### src/ppg_pkg.sv
// shared types and constants for the point plane ground classifier
`default_nettype none

package ppg_pkg;

    // field and register widths
    localparam int COORD_BITS     = 24;
    localparam int THRESH_BITS    = 20;
    localparam int CUT_BITS       = 24;
    localparam int CFG_INDEX_BITS = 2;
    localparam int CFG_DATA_BITS  = 24;

    // multiplier limb width
    localparam int LIMB_BITS = 32;

    // datapath widths, all exact
    localparam int DIFF_BITS     = COORD_BITS + 1;
    localparam int CROSS_BITS    = 2 * DIFF_BITS;
    localparam int NORM_BITS     = CROSS_BITS + 1;
    localparam int DOT_TERM_BITS = NORM_BITS + DIFF_BITS;
    localparam int DOT_BITS      = DOT_TERM_BITS + 3;
    localparam int SQ_BITS       = 2 * NORM_BITS;
    localparam int NN_BITS       = SQ_BITS + 2;
    localparam int S2_BITS       = 2 * DOT_BITS;
    localparam int TNN_BITS      = THRESH_BITS + NN_BITS;
    localparam int BOUND_BITS    = THRESH_BITS + TNN_BITS;
    localparam int CMP_BITS      = (S2_BITS > BOUND_BITS) ? S2_BITS : BOUND_BITS;
    localparam int CUT_CMP_BITS  = (COORD_BITS > CUT_BITS) ? COORD_BITS : CUT_BITS;

    // pipeline depth in register stages
    localparam int DEPTH       = 17;
    localparam int FRONT_DEPTH = 4;
    localparam int MUL_DEPTH   = 3;

    // register reset values
    localparam logic [THRESH_BITS-1:0]     DOOR_THRESHOLD_RESET = '0;
    localparam logic signed [CUT_BITS-1:0] CUT_HEIGHT_RESET     = {1'b0, {(CUT_BITS-1){1'b1}}};

    // configuration register indexes
    typedef enum logic [CFG_INDEX_BITS-1:0] {
        REG_DOOR_THRESHOLD = 2'd0,
        REG_CUT_HEIGHT     = 2'd1,
        REG_CUT_ENABLE     = 2'd2
    } cfg_reg_t;

    // request payload: triangle vertices and query point
    typedef struct packed {
        logic signed [COORD_BITS-1:0] ax;
        logic signed [COORD_BITS-1:0] ay;
        logic signed [COORD_BITS-1:0] az;
        logic signed [COORD_BITS-1:0] bx;
        logic signed [COORD_BITS-1:0] by;
        logic signed [COORD_BITS-1:0] bz;
        logic signed [COORD_BITS-1:0] cx;
        logic signed [COORD_BITS-1:0] cy;
        logic signed [COORD_BITS-1:0] cz;
        logic signed [COORD_BITS-1:0] px;
        logic signed [COORD_BITS-1:0] py;
        logic signed [COORD_BITS-1:0] pz;
    } req_t;

    // result payload
    typedef struct packed {
        logic is_ground;
        logic degenerate;
    } rsp_t;

    // normal and offset magnitudes leaving the geometry front end
    typedef struct packed {
        logic [2:0][NORM_BITS-1:0] n_mag;
        logic [2:0]                n_neg;
        logic [2:0][DIFF_BITS-1:0] d_mag;
        logic [2:0]                d_neg;
        logic                      degenerate;
        logic                      cut_ok;
    } front_t;

    // per-request flags carried alongside the wide datapath
    typedef struct packed {
        logic [2:0] neg;
        logic       degenerate;
        logic       cut_ok;
    } flags_t;

endpackage

`default_nettype wire

### src/ppg_umul.sv
// three-stage unsigned multiplier built from limb partial products
`default_nettype none

module ppg_umul #(
    parameter int A_BITS = 32,
    parameter int B_BITS = 32
) (
    input  wire logic                       clk,
    input  wire logic [ppg_pkg::MUL_DEPTH-1:0] en,
    input  wire logic [A_BITS-1:0]          a,
    input  wire logic [B_BITS-1:0]          b,
    output logic [A_BITS+B_BITS-1:0]        p
);

    localparam int LW        = ppg_pkg::LIMB_BITS;
    localparam int KA        = (A_BITS + LW - 1) / LW;
    localparam int KB        = (B_BITS + LW - 1) / LW;
    localparam int ROW_BITS  = LW * (KB + 1);
    localparam int FULL_BITS = LW * (KA + KB);
    localparam int P_BITS    = A_BITS + B_BITS;

    logic [KA*LW-1:0]    a_pad;
    logic [KB*LW-1:0]    b_pad;
    logic [2*LW-1:0]     pp_reg   [KA][KB];
    logic [2*LW-1:0]     pp_next  [KA][KB];
    logic [ROW_BITS-1:0] row_reg  [KA];
    logic [ROW_BITS-1:0] row_next [KA];
    logic [FULL_BITS-1:0] full_sum;
    logic [P_BITS-1:0]   p_reg;
    logic [P_BITS-1:0]   p_next;

    assign a_pad = (KA*LW)'(a);
    assign b_pad = (KB*LW)'(b);

    // limb by limb partial products
    always_comb
    begin
        for (int i = 0; i < KA; i++)
        begin
            for (int j = 0; j < KB; j++)
            begin
                pp_next[i][j] = (2*LW)'(a_pad[i*LW +: LW]) * (2*LW)'(b_pad[j*LW +: LW]);
            end
        end
    end

    always_ff @(posedge clk)
    begin
        if (en[0])
        begin
            pp_reg <= pp_next;
        end
    end

    // one row per limb of a
    always_comb
    begin
        for (int i = 0; i < KA; i++)
        begin
            row_next[i] = '0;
            for (int j = 0; j < KB; j++)
            begin
                row_next[i] = row_next[i] + (ROW_BITS'(pp_reg[i][j]) << (LW * j));
            end
        end
    end

    always_ff @(posedge clk)
    begin
        if (en[1])
        begin
            row_reg <= row_next;
        end
    end

    // rows into the full product
    always_comb
    begin
        full_sum = '0;
        for (int i = 0; i < KA; i++)
        begin
            full_sum = full_sum + (FULL_BITS'(row_reg[i]) << (LW * i));
        end
        p_next = full_sum[P_BITS-1:0];
    end

    always_ff @(posedge clk)
    begin
        if (en[2])
        begin
            p_reg <= p_next;
        end
    end

    assign p = p_reg;

endmodule

`default_nettype wire

### config.mk
export PLATFORM = sky130hd
export DESIGN_NAME = ppg_umul
export DESIGN_NICKNAME = d
export VERILOG_FILES = /design/src/ppg_pkg.sv /design/src/ppg_umul.sv
export SDC_FILE = /design/constraint.sdc
export NUM_CORES = 2
export LEC_CHECK = 0
export BUFFER_PORTS_ARGS = -buffer_cell sky130_fd_sc_hd__buf_2
export CORE_AREA = 2 2 333 401
export CTS_CLUSTER_DIAMETER = 60
export DETAILED_ROUTE_END_ITERATION = 8
export DIE_AREA = 0 0 335 403
export GPL_TIMING_DRIVEN = 0
export PLACE_DENSITY = 0.42
export SLEW_MARGIN = 20
export SYNTH_ARGS = -nofsm -noshare
export SYNTH_HDL_FRONTEND = slang
export SYNTH_SLANG_ARGS = --single-unit
export TNS_END_PERCENT = 100
### constraint.sdc
create_clock -name clk -period 16.5 [get_ports clk]
set_clock_uncertainty 0.05 [all_clocks]
set_input_delay 3.3 -clock clk [delete_from_list [all_inputs] [get_ports clk]]
set_output_delay 3.3 -clock clk [all_outputs]
set_load 0.02 [all_outputs]
==> results.sh <==
export IMPL_post_cts_setup_buffers=0
export IMPL_antenna_found_initial=32
export IMPL_drive_gt1_share_pct=5.00
export IMPL_num_io_pins=132
export IMPL_totalWireLength_mm=152
export IMPL_period_share_pct=72.5
export IMPL_wl_met3_mm=7.88
export IMPL_clk_latency_ns=0.49
export IMPL_dr_wl_met2_mm=71.1
export IMPL_clkTransAtPathRegs_ns=0.07
export IMPL_clk_path_buf_depth=3
export IMPL_grt_pass1_wl_mm=218
export IMPL_cp_top_family="adder cells"
export IMPL_dp_hpwl_mm=127
export IMPL_status="completed"
export IMPL_synth_top_cell_area_share_pct=45.9
export IMPL_syn_area_um2=39000
export IMPL_drt_iter0_drc=1844
export IMPL_rows=146
export IMPL_min_period_ns=11.96
export IMPL_ys_types=64
export IMPL_cp_end_kind="flop"
export IMPL_worstPathArrival_ns=12.12
export IMPL_dr_total_vias=27200
export IMPL_syn_instance_count=3871
export IMPL_firstDrtPassIters=5
export IMPL_die_area_um2=135000
export IMPL_hold_class="flop to flop"
export IMPL_layout_nets=5259
export IMPL_synth_area_per_cell_um2=10.1
export IMPL_drc=0
export IMPL_setup_violations=0
export IMPL_fmax_mhz=83.6
export IMPL_gp_congestion=0.909
export IMPL_slew_viol_final=0
export IMPL_grt_overflow=0
export IMPL_fin_setup_tns_ns=0
export IMPL_yosysTopAreaCell="fa_1"
export IMPL_synth_main_ff_cell="edfxtp_1"
export IMPL_slew_headroom_pct=11.8
export IMPL_synth_nets=5098
export IMPL_synth_sequential_area_ratio_pct=14.8
export IMPL_grt_usage_pct=22.8
export IMPL_cp_slowest_cell="clkbuf_1"
export IMPL_grt_max_degree=57
export IMPL_coreArea_um2=131000
export IMPL_die_w_um=335
export IMPL_start_util_pct=29.8
export IMPL_crit_fanout=10
export IMPL_synth_edf_count=192
export IMPL_tritoncts="built"
export IMPL_htree_num_levels=4
export IMPL_slowest_delay_ns=0.89
export IMPL_cts_buffers_inserted=25
export IMPL_path_class="primary input to flop"
export IMPL_worstSetupStartpointType="primary input"
export IMPL_rsz0062_at_grt="false"
export IMPL_async_flop_share_pct=0
export IMPL_top_layer_used="met5"
export IMPL_vias_per_cell=4.73
export IMPL_io_buffers=131
export IMPL_worst_pin_slew_ns=1.32
export IMPL_hold_violations=0
export IMPL_hold_buffers=0
export IMPL_yosys_register_bits=192
export IMPL_cts_root_buffer="clkbuf_16"
export IMPL_cpMostUsedCell="fa_1"
export IMPL_grt_pass1_vias=30000
export IMPL_cts_sinks=192
export IMPL_max_cap_viol_count=0
export IMPL_area_growth_syn_to_layout_pct=9.27
export IMPL_required_ns=16.65
export IMPL_yosys_warnings=0
export IMPL_synth_area_leaders="fa_1 46%, edfxtp_1 15%, and2_1 9.7%"
export IMPL_wire_per_inst_um=26.4
export IMPL_die_y_um=403
export IMPL_antenna_left=0
export IMPL_cts_resized=0
export IMPL_path_buf_inv=7
export IMPL_drt_met1_wl_mm=66.2
-- cell type report --
cell class	instances	area [um2]
clock buffer	25	626
fill	13800	88500
multi-input combinational	2600	29200
timing repair buffer	134	746
tap	1702	2130
clock inverter	7	62.6
sequential	192	5770
buffer	214	828
inverter	865	3250
antenna	11	27.5
-- final timing paths --
| check | startpoint | endpoint | slack, ns | depth (start not counted) |
|---|---|---|---|---|
| setup reg to reg | row_reg[26] | p[26] | 15.81 | 0 |
| setup / recovery | a[7] | pp_reg[63] | 4.54 | 26 |
| hold / removal | pp_reg[63] | row_reg[63] | 0.34 | 0 |
| hold reg to reg | pp_reg[63] | row_reg[63] | 0.34 | 0 |
-- stage by stage --
stage / cell area [um2] / std cells / utilization, % / setup slack (ns) / hold WS, ns
after detailed placement: 41900 / 5707 / 32.0 / 4.04 / 0.355
after floorplan: 39000 / 3871 / - / 6.33 / 0.350
after CTS: 42600 / 5739 / 32.5 / 4.55 / 0.342
after global routing: 42600 / 5739 / 32.5 / 4.36 / 0.341
after global placement: 41800 / 5704 / 31.9 / 3.59 / 0.351
final: 42700 / 5750 / 32.5 / 4.54 / 0.343
-- cells in the mapped netlist (2+ instances only) --
cell type / n
and3_1: 10
nor2_1: 26
o211ai_1: 2
fa_1: 896
nor4_1: 2
xor2_1: 16
ha_1: 263
a21boi_0: 2
a41oi_1: 2
a21oi_1: 64
nand4_1: 11
xnor2_1: 44
a31o_2: 2
a311o_1: 2
o21a_1: 6
a31oi_1: 13
nand3_1: 18
o21ai_0: 30
and4_1: 2
nor3_1: 5
a21o_1: 35
a211oi_1: 4
nor2b_1: 5
o21bai_1: 11
or2_2: 2
o31ai_1: 6
or4_1: 2
clkbuf_1: 211
and2_1: 604
buf_2: 2
o21ai_1: 7
a221oi_1: 4
nand2_1: 473
nand2b_1: 2
inv_1: 865
edfxtp_1: 192
o31a_1: 3
-- cell families (layout without fill, tap and decap cells) --
group / Yosys count / after routing / synth area share (%)
multiplexers: 1 / 1 / 0.0256
AO/OA/AOI/OAI: 211 / 211 / 3.58
XOR/XNOR: 60 / 60 / 1.35
flip-flops: 192 / 192 / 14.8
AND/OR/NAND/NOR: 1169 / 1169 / 15.5
buffers and inverters: 1079 / 1245 / 10.4
other: 0 / 11 / 0
adder cells (fa/ha/maj): 1159 / 1159 / 54.4
-- layout by cell type (no fill, tap or decap), types with 3 or more instances in the layout --
master,n
o21a_1,6
buf_16,3
o21ai_1,7
and3_1,10
clkbuf_16,25
o31ai_1,6
fa_1,896
clkbuf_1,193
nand3_1,18
a21oi_1,64
buf_2,130
nor3_1,5
and2_1,604
nor2b_1,5
xor2_1,16
o31a_1,3
nand4_1,11
clkinv_2,4
nor2_1,26
nand2_1,473
a211oi_1,4
clkbuf_2,18
a221oi_1,4
a31oi_1,13
buf_4,3
o21ai_0,30
inv_1,865
ha_1,263
edfxtp_1,192
o21bai_1,11
a21o_1,35
diode_2,11
xnor2_1,44
-- per-layer routing --
metal	track usage (%)	up-vias
li1	-	11700
met1	31.1	14500
met2	37.7	795
met3	2.30	213
met4	8.37	16
met5	0	-
Power is left out: the tool's default activity adds up to more than one toggle a clock period on the data nets, which glitch-free logic cannot reach.
