## config.mk

```make
export PLATFORM = sky130hd
export DESIGN_NAME = ppg_pipe_ctrl
export DESIGN_NICKNAME = d
export VERILOG_FILES = /design/src/ppg_pipe_ctrl.sv
export SDC_FILE = /design/constraint.sdc
export NUM_CORES = 1
export LEC_CHECK = 0
export ABC_AREA = 1
export BUFFER_PORTS_ARGS = -buffer_cell sky130_fd_sc_hd__buf_2
export CORE_MARGIN = 4
export CORE_UTILIZATION = 40
export DETAILED_ROUTE_END_ITERATION = 10
export GPL_TIMING_DRIVEN = 0
export PLACE_DENSITY = 0.83
export SKIP_LAST_GASP = 1
export SLEW_MARGIN = 20
export SYNTH_ARGS = -nofsm -noshare
export SYNTH_HDL_FRONTEND = slang
export SYNTH_SLANG_ARGS = --single-unit
```

## constraint.sdc

```tcl
create_clock -name clk -period 1.3 [get_ports clk]
set_clock_uncertainty 0.2 [all_clocks]
set_input_delay 0.065 -clock clk [delete_from_list [all_inputs] [get_ports clk]]
set_output_delay 0.065 -clock clk [all_outputs]
set_load 0.02 [all_outputs]
```

## src/ppg_pipe_ctrl.sv

```systemverilog
// valid bits and per-stage load enables of the classifier pipeline
`default_nettype none

module ppg_pipe_ctrl #(
    parameter int STAGES = 17
) (
    input  wire logic              clk,
    input  wire logic              rst_n,
    input  wire logic              in_valid,
    input  wire logic              out_ready,
    output logic                   in_ready,
    output logic [STAGES-1:0]      en,
    output logic [STAGES-1:0]      valid
);

    logic [STAGES-1:0] valid_reg;
    logic [STAGES-1:0] valid_next;

    // a stage loads when it or any stage after it holds a bubble, or the sink takes
    always_comb
    begin
        for (int k = 0; k < STAGES; k++)
        begin
            en[k] = out_ready || ((~valid_reg >> k) != '0);
        end
    end

    // valid bits move with the data
    always_comb
    begin
        valid_next = valid_reg;
        for (int k = 0; k < STAGES; k++)
        begin
            if (en[k])
            begin
                valid_next[k] = (k == 0) ? in_valid : valid_reg[(k == 0) ? 0 : k - 1];
            end
        end
    end

    always_ff @(posedge clk or negedge rst_n)
    begin
        if (!rst_n)
        begin
            valid_reg <= '0;
        end
        else
        begin
            valid_reg <= valid_next;
        end
    end

    assign in_ready = en[0];
    assign valid    = valid_reg;

endmodule

`default_nettype wire

```

==> run_results.csv, run 1 <==
group,metric,value,unit
hold_path,worstHoldPathType,"primary input to flip-flop",
worst_setup_path,slowest_stage,"dfrtp_2",
cts,cts-root-buf,"clkbuf_4",
worst_setup_path,path_class,"flip-flop to primary output",
die,die_w,55.2,um
cells_and_area,fin_area,1570,um^2
yosys,syn_inst,108,
yosys,ys_ff_latch,17,
worst_setup_path,crit_chain,"buf_6 -> nand3_4 -> nor2_4 -> nand2_4 -> nor2_4 -> nand3_2 -> buf_6",
cts,hold_buffers,4,
die,initial_core_util,0.436,
sta,maxClockFrequency,560,MHz
global_routing,top_usage_layer,"met2",
sta,min_period_over_period,1.37,
global_routing,grtUsageMet3,0.0402,
yosys,ys_warn_count,0,
power,p_sw,1.05,mW
sta,rsz0062_at_grt,"true",
die,num_io_pins,39,
global_routing,grt_pass1_vias,982,
cells_and_area,drive_gt1_frac,0.600,
sta,period_minus_slack,1790,ps
placed_design,gp_congestion,0.799,
cells_and_area,area_growth,76.4,%
cts,cts_sinks,17,
power,power.leakage,0.824,nW
cts,cts_tree,"yes",
yosys,synth_top_area_frac,0.478,
power,switching_share,0.437,
placed_design,dpl_cell_area,1140,um^2
cells_and_area,nets,180,
cts,numCtsBuffers,3,
power,p_comb_frac,0.580,
yosys,syn-num-nets,112,
run_status,violations,"hold timing, setup timing",
cts,clk_path_buf_depth,2,
routing,wl,2830,um
sta,maxSlewViolCount,0,
cts,clkSlewWorstSetupHoldPaths,90,ps
routing,routed_via_density,4.77,
sta,worstMarginPinSlew,387,ps
placed_design,port_buffers,38,
sta,holdWs,-29.4,ps
die,chipHeight,55.2,um
global_routing,grtUsageMet2,0.374,
power,power,2.40,mW
worst_setup_path,endpoint_kind,"primary output",
sta,hold_viol,4,
worst_setup_path,cp-start-kind,"flip-flop",
cells_and_area,diodes,0,
worst_setup_path,slowest_delay,400,ps
routing,ant_nets,0,
yosys,yosys-top-cells-area,"dfrtp_1, nand2_1, inv_1",
cts,clkLatencyLatePin,300,ps
placed_design,pre_cts_slack,-270,ps
run_status,status,"finished, violations left",
global_routing,grt_max_degree,18,
routing,wl_per_cell,14.0,um
power,p_clk_frac,0.120,
sta,maxSlewHeadroom,0.742,
worst_setup_path,worstPathRequired,1030,ps
cells_and_area,fin_cells,202,
worst_setup_path,cp.arrival,1520,ps
flow_run,drv_cap,0,
power,power_frac_seq,0.300,
routing,drc,0,
global_routing,grt_pass1_wl,4280,um
routing,vias,964,
global_routing,use_met1,0.232,
yosys,synth_area,890,um^2
yosys,ys_types,18,
cts,h-tree-depth,1,
placed_design,hpwlAfterDp,1800,um
routing,drtIter0Drc,9,
cells_and_area,largest_register_ffs,17,
sta,fin_ws,-487,ps
worst_setup_path,path_max_fanout,4,
placed_design,dp.cells,173,
yosys,syn_avg_cell_area,8.24,um^2
die,fp-row-count,16,
yosys,ys_seq_area_frac,0.478,
power,p_int,1.35,mW
power,power.density,1530,nW/um^2
yosys,yosysTopAreaCell,"dfrtp_1",
die,core,2040,um^2
power,peakVddDrop,0.000997,V
global_routing,antenna_found_initial,0,
sta,finalSetupViolCount,28,
global_routing,grt-ovfl-total,0,
die,dieArea,3040,um^2
routing,first_pass_iters,4,
global_routing,grt_usage,0.205,
[layout make-up]
type                    count  area (um^2)
repair buffers             63          509
multi-input cells          69          475
clock buffers               3         22.5
fillers                   151          473
flip-flops and latches     17          434
clock inverters             1         5.00
well taps                  27         33.8
inverters                  21         81.3
plain buffers               1         7.51
[per-layer routing]
layer	wire [um]	up-vias
met5	0	-
met4	34	0
met3	173	3
met2	1420	37
met1	1200	458
li1	-	466
[cell usage after synthesis]
| cell | count |
|---|---|
| buf_4 | 1 |
| nand3_4 | 1 |
| inv_1 | 20 |
| nor2_8 | 1 |
| nand2_2 | 6 |
| nand4_1 | 4 |
| or2_2 | 3 |
| nand2_1 | 26 |
| or2_1 | 2 |
| nor2_4 | 2 |
| nor2_1 | 11 |
| o21bai_1 | 3 |
| inv_2 | 1 |
| nand3_2 | 1 |
| dfrtp_1 | 17 |
| nand2_4 | 1 |
| nor2_2 | 1 |
| nand3_1 | 7 |
[cells by family (layout without fill, tap and decap cells)]
logic type | after synthesis | after routing | share of synthesized area
flip-flops | 17 | 17 | 0.478
AND/OR/NAND/NOR | 66 | 66 | 0.399
buffers and inverters | 22 | 89 | 0.0970
AO/OA/AOI/OAI | 3 | 3 | 0.0253
[cell usage in the layout (no fill, tap or decap), types with 6 or more instances in the layout]
master / instances
buf_6: 21
nor2_1: 6
dfrtp_2: 7
buf_2: 21
inv_1: 17
dfrtp_1: 10
nand2_1: 23
nor2_4: 6
nand3_2: 6
buf_4: 18
[worst max-delay path, delay by kind of cell (launching register included)]
kind / cells / cell delay [ps]
DFF: 1 / 400
buffers and inverters: 2 / 260
and+or+nand+nor: 5 / 570
[worst paths after layout]
path                           start  slack (ps)  cells after the start   endpoint
max reg2reg                valid[15]        -180                      7   valid[5]
min in group asynchronous      rst_n           0                      2  valid[11]
min reg2reg                 valid[6]         320                      2   valid[7]
min                        out_ready         -30                      3  valid[15]
max                        valid[16]        -490                      7      en[1]
max in group asynchronous      rst_n         590                      2  valid[15]
[power by group through the flow]
stage	Combinational, mW	Clock, mW	Sequential (mW)
floorplan	0.505	0	0.832
global placement	0.836	0	0.732
detailed placement	0.857	0	0.742
CTS	1.16	0.291	0.704
global route	1.49	0.313	0.732
finish	1.39	0.288	0.720
[stage by stage]
stage	util	hold WS (ps)	setup TNS, ps
finish	0.768	-29.4	-7780
global route	0.768	-24.1	-9650
CTS	0.691	5.18	-6910
detailed placement	0.558	-196	-1430
global placement	0.558	-197	-1100
floorplan	-	-431	-1750
[timing repair]
item,4_1_cts,5_1_grt
hold endpoints to repair,22,1
resized for setup,30,32
setup endpoints to repair,20,36
setup buffers,14,7
pin swaps,8,13
Note: power is estimated with default switching activity, not from simulation.
==> inputs of run 2 (changes only) <==
--- a/config.mk
+++ b/config.mk
@@ -7,7 +7,7 @@
 export LEC_CHECK = 0
 export ABC_AREA = 1
 export BUFFER_PORTS_ARGS = -buffer_cell sky130_fd_sc_hd__buf_2
-export CORE_MARGIN = 4
+export CORE_MARGIN = 1
 export CORE_UTILIZATION = 40
 export DETAILED_ROUTE_END_ITERATION = 10
 export GPL_TIMING_DRIVEN = 0
==> run_results.csv, run 2 (synthesis results as in run 1) <==
group,metric,value,unit
sta,hold_viol,2,
sta,fin_ws,-462,ps
cts,h-tree-depth,1,
sta,rsz0062_at_grt,"true",
worst_setup_path,worstPathRequired,1030,ps
cts,hold_buffers,2,
run_status,status,"finished, violations left",
cells_and_area,final_common_cell,"buf_2",
worst_setup_path,rrSetupSlack,-220,ps
cells_and_area,largest_register_ffs,17,
routing,ant_nets,0,
cells_and_area,multi_input_area,425,um^2
die,dieArea,2420,um^2
global_routing,grt_pass1_wl,3760,um
cells_and_area,area_growth,58.8,%
global_routing,grt_max_degree,18,
die,chipHeight,49.2,um
die,core,2020,um^2
worst_setup_path,cp.arrival,1500,ps
global_routing,antenna_found_initial,0,
cells_and_area,final_util,0.699,
flow_run,drv_cap,0,
hold_path,worstHoldPathType,"primary input to flip-flop",
worst_setup_path,endpoint_kind,"primary output",
worst_setup_path,r2r-end,"valid[12]",
cts,clkSlewWorstSetupHoldPaths,100,ps
die,initial_core_util,0.440,
worst_setup_path,path_class,"flip-flop to primary output",
hold_path,hold_start,"out_ready",
worst_setup_path,cp-start-kind,"flip-flop",
die,num_io_pins,39,
cells_and_area,nets,172,
cts,clk_path_buf_depth,2,
placed_design,gp_congestion,0.795,
sta,maxClockFrequency,567,MHz
sta,maxSlewViolCount,0,
cells_and_area,drive_gt1_frac,0.527,
sta,period_minus_slack,1760,ps
cells_and_area,final_cell_mix,"buf_2, nand2_1, inv_1, buf_6, dfrtp_1",
die,die_w,49.2,um
sta,min_period_over_period,1.36,
worst_setup_path,path_max_fanout,5,
die,fp-row-count,16,
sta,holdWs,-166,ps
routing,wl,2320,um
hold_path,whs_path_depth,2,
sta,worstMarginPinSlew,381,ps
sta,maxSlewHeadroom,0.746,
worst_setup_path,rr_startpoint,"valid[16]",
global_routing,grt-ovfl-total,0,
power,power.density,1510,nW/um^2
hold_path,whs_endpoint,"valid[3]",
cells_and_area,seqCellArea,433,um^2
routing,routed_via_density,4.66,
global_routing,grt_usage,0.210,
placed_design,hpwlAfterDp,1580,um
cells_and_area,fillers,163,
global_routing,grt_pass1_vias,842,
cts,numCtsBuffers,3,
routing,drtIter0Drc,6,
sta,finalSetupViolCount,29,
power,power.leakage,0.742,nW
routing,wl_per_cell,11.9,um
power,peakVddDrop,0.00134,V
routing,first_pass_iters,4,
placed_design,pre_cts_slack,-258,ps
routing,drc,0,
routing,vias,904,
cts,cts-root-buf,"clkbuf_4",
cts,cts_sinks,17,
cts,cts_tree,"yes",
cells_and_area,diodes,0,
run_status,violations,"hold timing, setup timing",
cts,clkLatencyLatePin,300,ps
placed_design,port_buffers,38,
worst_setup_path,r2r_cells,6,
[run 2: changes by cell type in the layout (fill, tap and decap cells not counted), moves of 3 or more]
cell,previous run,this run
buf_4,18,10
buf_2,21,28
buf_6,21,16
nand3_1,1,5
nand3_2,6,2
inv_1,17,20
nand2_2,5,8
nand2_4,5,2
[run 2: metrics by stage]
step | area [um^2] | TNS, ps | total power [mW] | std cells
4_1_cts | 1340 | -6940 | 2.00 | 189
3_5_place_dp | 1140 | -1480 | 1.59 | 173
5_1_grt | 1410 | -9500 | 2.26 | 194
2_1_floorplan | 915 | -1750 | 1.34 | 108
3_3_place_gp | 1140 | -979 | 1.56 | 173
6_report | 1410 | -7280 | 2.13 | 194
[run 2: worst max-delay path by stage]
stage | from | end | slack, ps | cells after the start
after floorplan | valid[15] | en[0] | -380 | 6
after detailed placement | valid[15] | en[0] | -260 | 7
final | valid[14] | en[0] | -460 | 7
after global routing | valid[8] | en[3] | -550 | 6
after global placement | valid[15] | en[0] | -200 | 7
after CTS | valid[16] | en[1] | -490 | 7
[run 2: repair_timing]
item                                    4_1_cts  5_1_grt
setup buffers                                10        5
gates resized for setup                      24       10
pin swaps                                     7        7
endpoints found under the setup margin       21       33
hold endpoints to repair                     22        3
[run 2: worst max-delay path: stages, from the launching register on]
cell and delay [ps]:
dfrtp_2 420, nand2_2 90, nor2_4 130, nand2_4 80, nor2_8 100, nand4_1 100
buf_4 150, buf_6 120
[run 2: power breakdown]
part           leakage, nW  internal, mW  switching (mW)
combinational        0.545         0.458           0.671
sequential           0.182         0.623          0.0903
clock               0.0150         0.120           0.169
total                0.742          1.20           0.930
[run 2: layout make-up]
type / count / share of cell area
repair buffers: 55 / 0.289
well taps: 27 / 0.0239
clock buffers: 4 / 0.0186
plain buffers: 1 / 0.00531
flip-flops and latches: 17 / 0.306
multi-input cells: 69 / 0.301
inverters: 21 / 0.0558
[run 2: per-layer routing]
layer	up-vias	track usage	wire (um)	share of wire
li1	445	-	-	-
met2	33	0.352	1150	0.50
met5	-	0	0	0
met1	421	0.255	995	0.43
met3	5	0.0436	125	0.054
met4	0	0.103	44	0.019
==> inputs of run 3 (changes only) <==
--- a/config.mk
+++ b/config.mk
@@ -10,8 +10,10 @@
 export CORE_MARGIN = 1
 export CORE_UTILIZATION = 40
 export DETAILED_ROUTE_END_ITERATION = 10
+export GPL_ROUTABILITY_DRIVEN = 0
 export GPL_TIMING_DRIVEN = 0
 export PLACE_DENSITY = 0.83
+export SETUP_SLACK_MARGIN = 0.05
 export SKIP_LAST_GASP = 1
 export SLEW_MARGIN = 20
 export SYNTH_ARGS = -nofsm -noshare
==> run_results.csv, run 3 (synthesis results as in run 1) <==
group,metric,value,unit
cells_and_area,final_util,0.787,
cells_and_area,largest_register_ffs,17,
sta,worstMarginPinSlew,391,ps
run_status,violations,"hold timing, setup timing",
sta,hold_viol,2,
routing,first_pass_iters,4,
worst_setup_path,endpoint_kind,"primary output",
global_routing,grt_max_degree,18,
routing,drc,0,
cells_and_area,drive_gt1_frac,0.590,
worst_setup_path,slowest_delay,420,ps
die,initial_core_util,0.440,
cts,clk_path_buf_depth,2,
cells_and_area,diodes,0,
worst_setup_path,path_class,"flip-flop to primary output",
cells_and_area,seqCellArea,437,um^2
power,switching_share,0.416,
power,p_clk_frac,0.120,
cts,clkLatencyLatePin,300,ps
cells_and_area,nets,183,
worst_setup_path,path_max_fanout,4,
sta,fin_ws,-492,ps
placed_design,hpwlAfterDp,1600,um
cells_and_area,final_common_cell,"buf_6",
global_routing,grt_pass1_wl,4420,um
placed_design,dpl_cell_area,1140,um^2
cts,clkSlewWorstSetupHoldPaths,120,ps
cells_and_area,fillers,138,
routing,drtIter0Drc,26,
sta,maxSlewHeadroom,0.739,
cells_and_area,fin_area,1590,um^2
cts,cts_sinks,17,
global_routing,grt-ovfl-total,0,
worst_setup_path,cp.arrival,1530,ps
sta,setup_tns,-9430,ps
routing,vias,1043,
die,num_io_pins,39,
sta,rsz0062_at_grt,"true",
sta,min_period_over_period,1.38,
worst_setup_path,slowest_stage,"dfrtp_1",
global_routing,antenna_found_initial,0,
hold_path,worstHoldPathType,"primary input to flip-flop",
power,power,2.51,mW
power,p_sw,1.04,mW
routing,routed_via_density,5.09,
die,core,2020,um^2
cells_and_area,final_cell_mix,"buf_6, nand2_1, buf_2, inv_1, buf_4",
cts,cts_tree,"yes",
die,fp-row-count,16,
cts,numCtsBuffers,3,
routing,ant_nets,0,
routing,wl,3010,um
sta,finalSetupViolCount,31,
die,die_w,49.2,um
cts,h-tree-depth,1,
sta,maxSlewViolCount,0,
power,p_int,1.47,mW
worst_setup_path,cp-start-kind,"flip-flop",
cells_and_area,multi_input_area,448,um^2
placed_design,dp.cells,173,
placed_design,port_buffers,38,
routing,wl_per_cell,14.7,um
power,peakVddDrop,0.000908,V
run_status,status,"finished, violations left",
sta,period_minus_slack,1790,ps
cts,cts-root-buf,"clkbuf_4",
die,dieArea,2420,um^2
worst_setup_path,crit_chain,"nand2_1 -> nor2_2 -> inv_1 -> nor2_1 -> nand3_2 -> buf_6",
global_routing,grt_pass1_vias,995,
power,p_comb_frac,0.595,
cells_and_area,area_growth,78.9,%
power,power.leakage,0.830,nW
cells_and_area,fin_cells,205,
flow_run,drv_cap,0,
sta,holdWs,-106,ps
global_routing,grt_usage,0.241,
worst_setup_path,worstPathRequired,1030,ps
die,chipHeight,49.2,um
power,power.density,1580,nW/um^2
sta,maxClockFrequency,558,MHz
placed_design,pre_cts_slack,-242,ps
cts,hold_buffers,2,
power,power_frac_seq,0.285,
==> run 3: repair_timing <==
action,in CTS,in global routing
resized for setup,36,28
setup buffers,17,10
endpoints found under the hold margin,21,2
pin swaps,8,13
setup endpoints to repair,28,38
==> run 3: path summary, 6_finish.rpt <==
check,from,end,slack (ps),cells after the start
setup / recovery,valid[5],en[3],-490,6
hold / removal,out_ready,valid[3],-110,2
setup reg to reg,valid[16],valid[12],-460,9
hold reg to reg,valid[9],valid[10],310,2
max in group asynchronous,rst_n,valid[9],560,2
min in group asynchronous,rst_n,valid[3],30,2
==> run 3: worst max-delay path, delay by kind of cell, from the launching register on <==
kind	cells	cell delay (ps)
buf+inv	2	250
flops	1	420
simple gates	4	550
==> run 3: power groups by stage <==
stage | combinational, mW | sequential (mW) | clock [mW]
after global routing | 1.58 | 0.734 | 0.320
after CTS | 1.21 | 0.711 | 0.286
after global placement | 0.834 | 0.737 | 0
final | 1.49 | 0.716 | 0.301
after detailed placement | 0.851 | 0.743 | 0
after floorplan | 0.505 | 0.835 | 0
==> run 3: area by class of cell <==
cell class,count,share of cell area
multi-input combinational,69,0.281
clock buffer,4,0.0165
tap,27,0.0212
inverter,21,0.0511
buffer,1,0.00472
sequential,17,0.274
timing repair buffer,66,0.351
==> run 3: per-layer routing <==
metal	global-route usage	share of wire	vias up
met1	0.268	0.35	485
met5	0	0	-
li1	-	-	471
met4	0.0833	0.041	0
met2	0.452	0.54	66
met3	0.0405	0.071	21
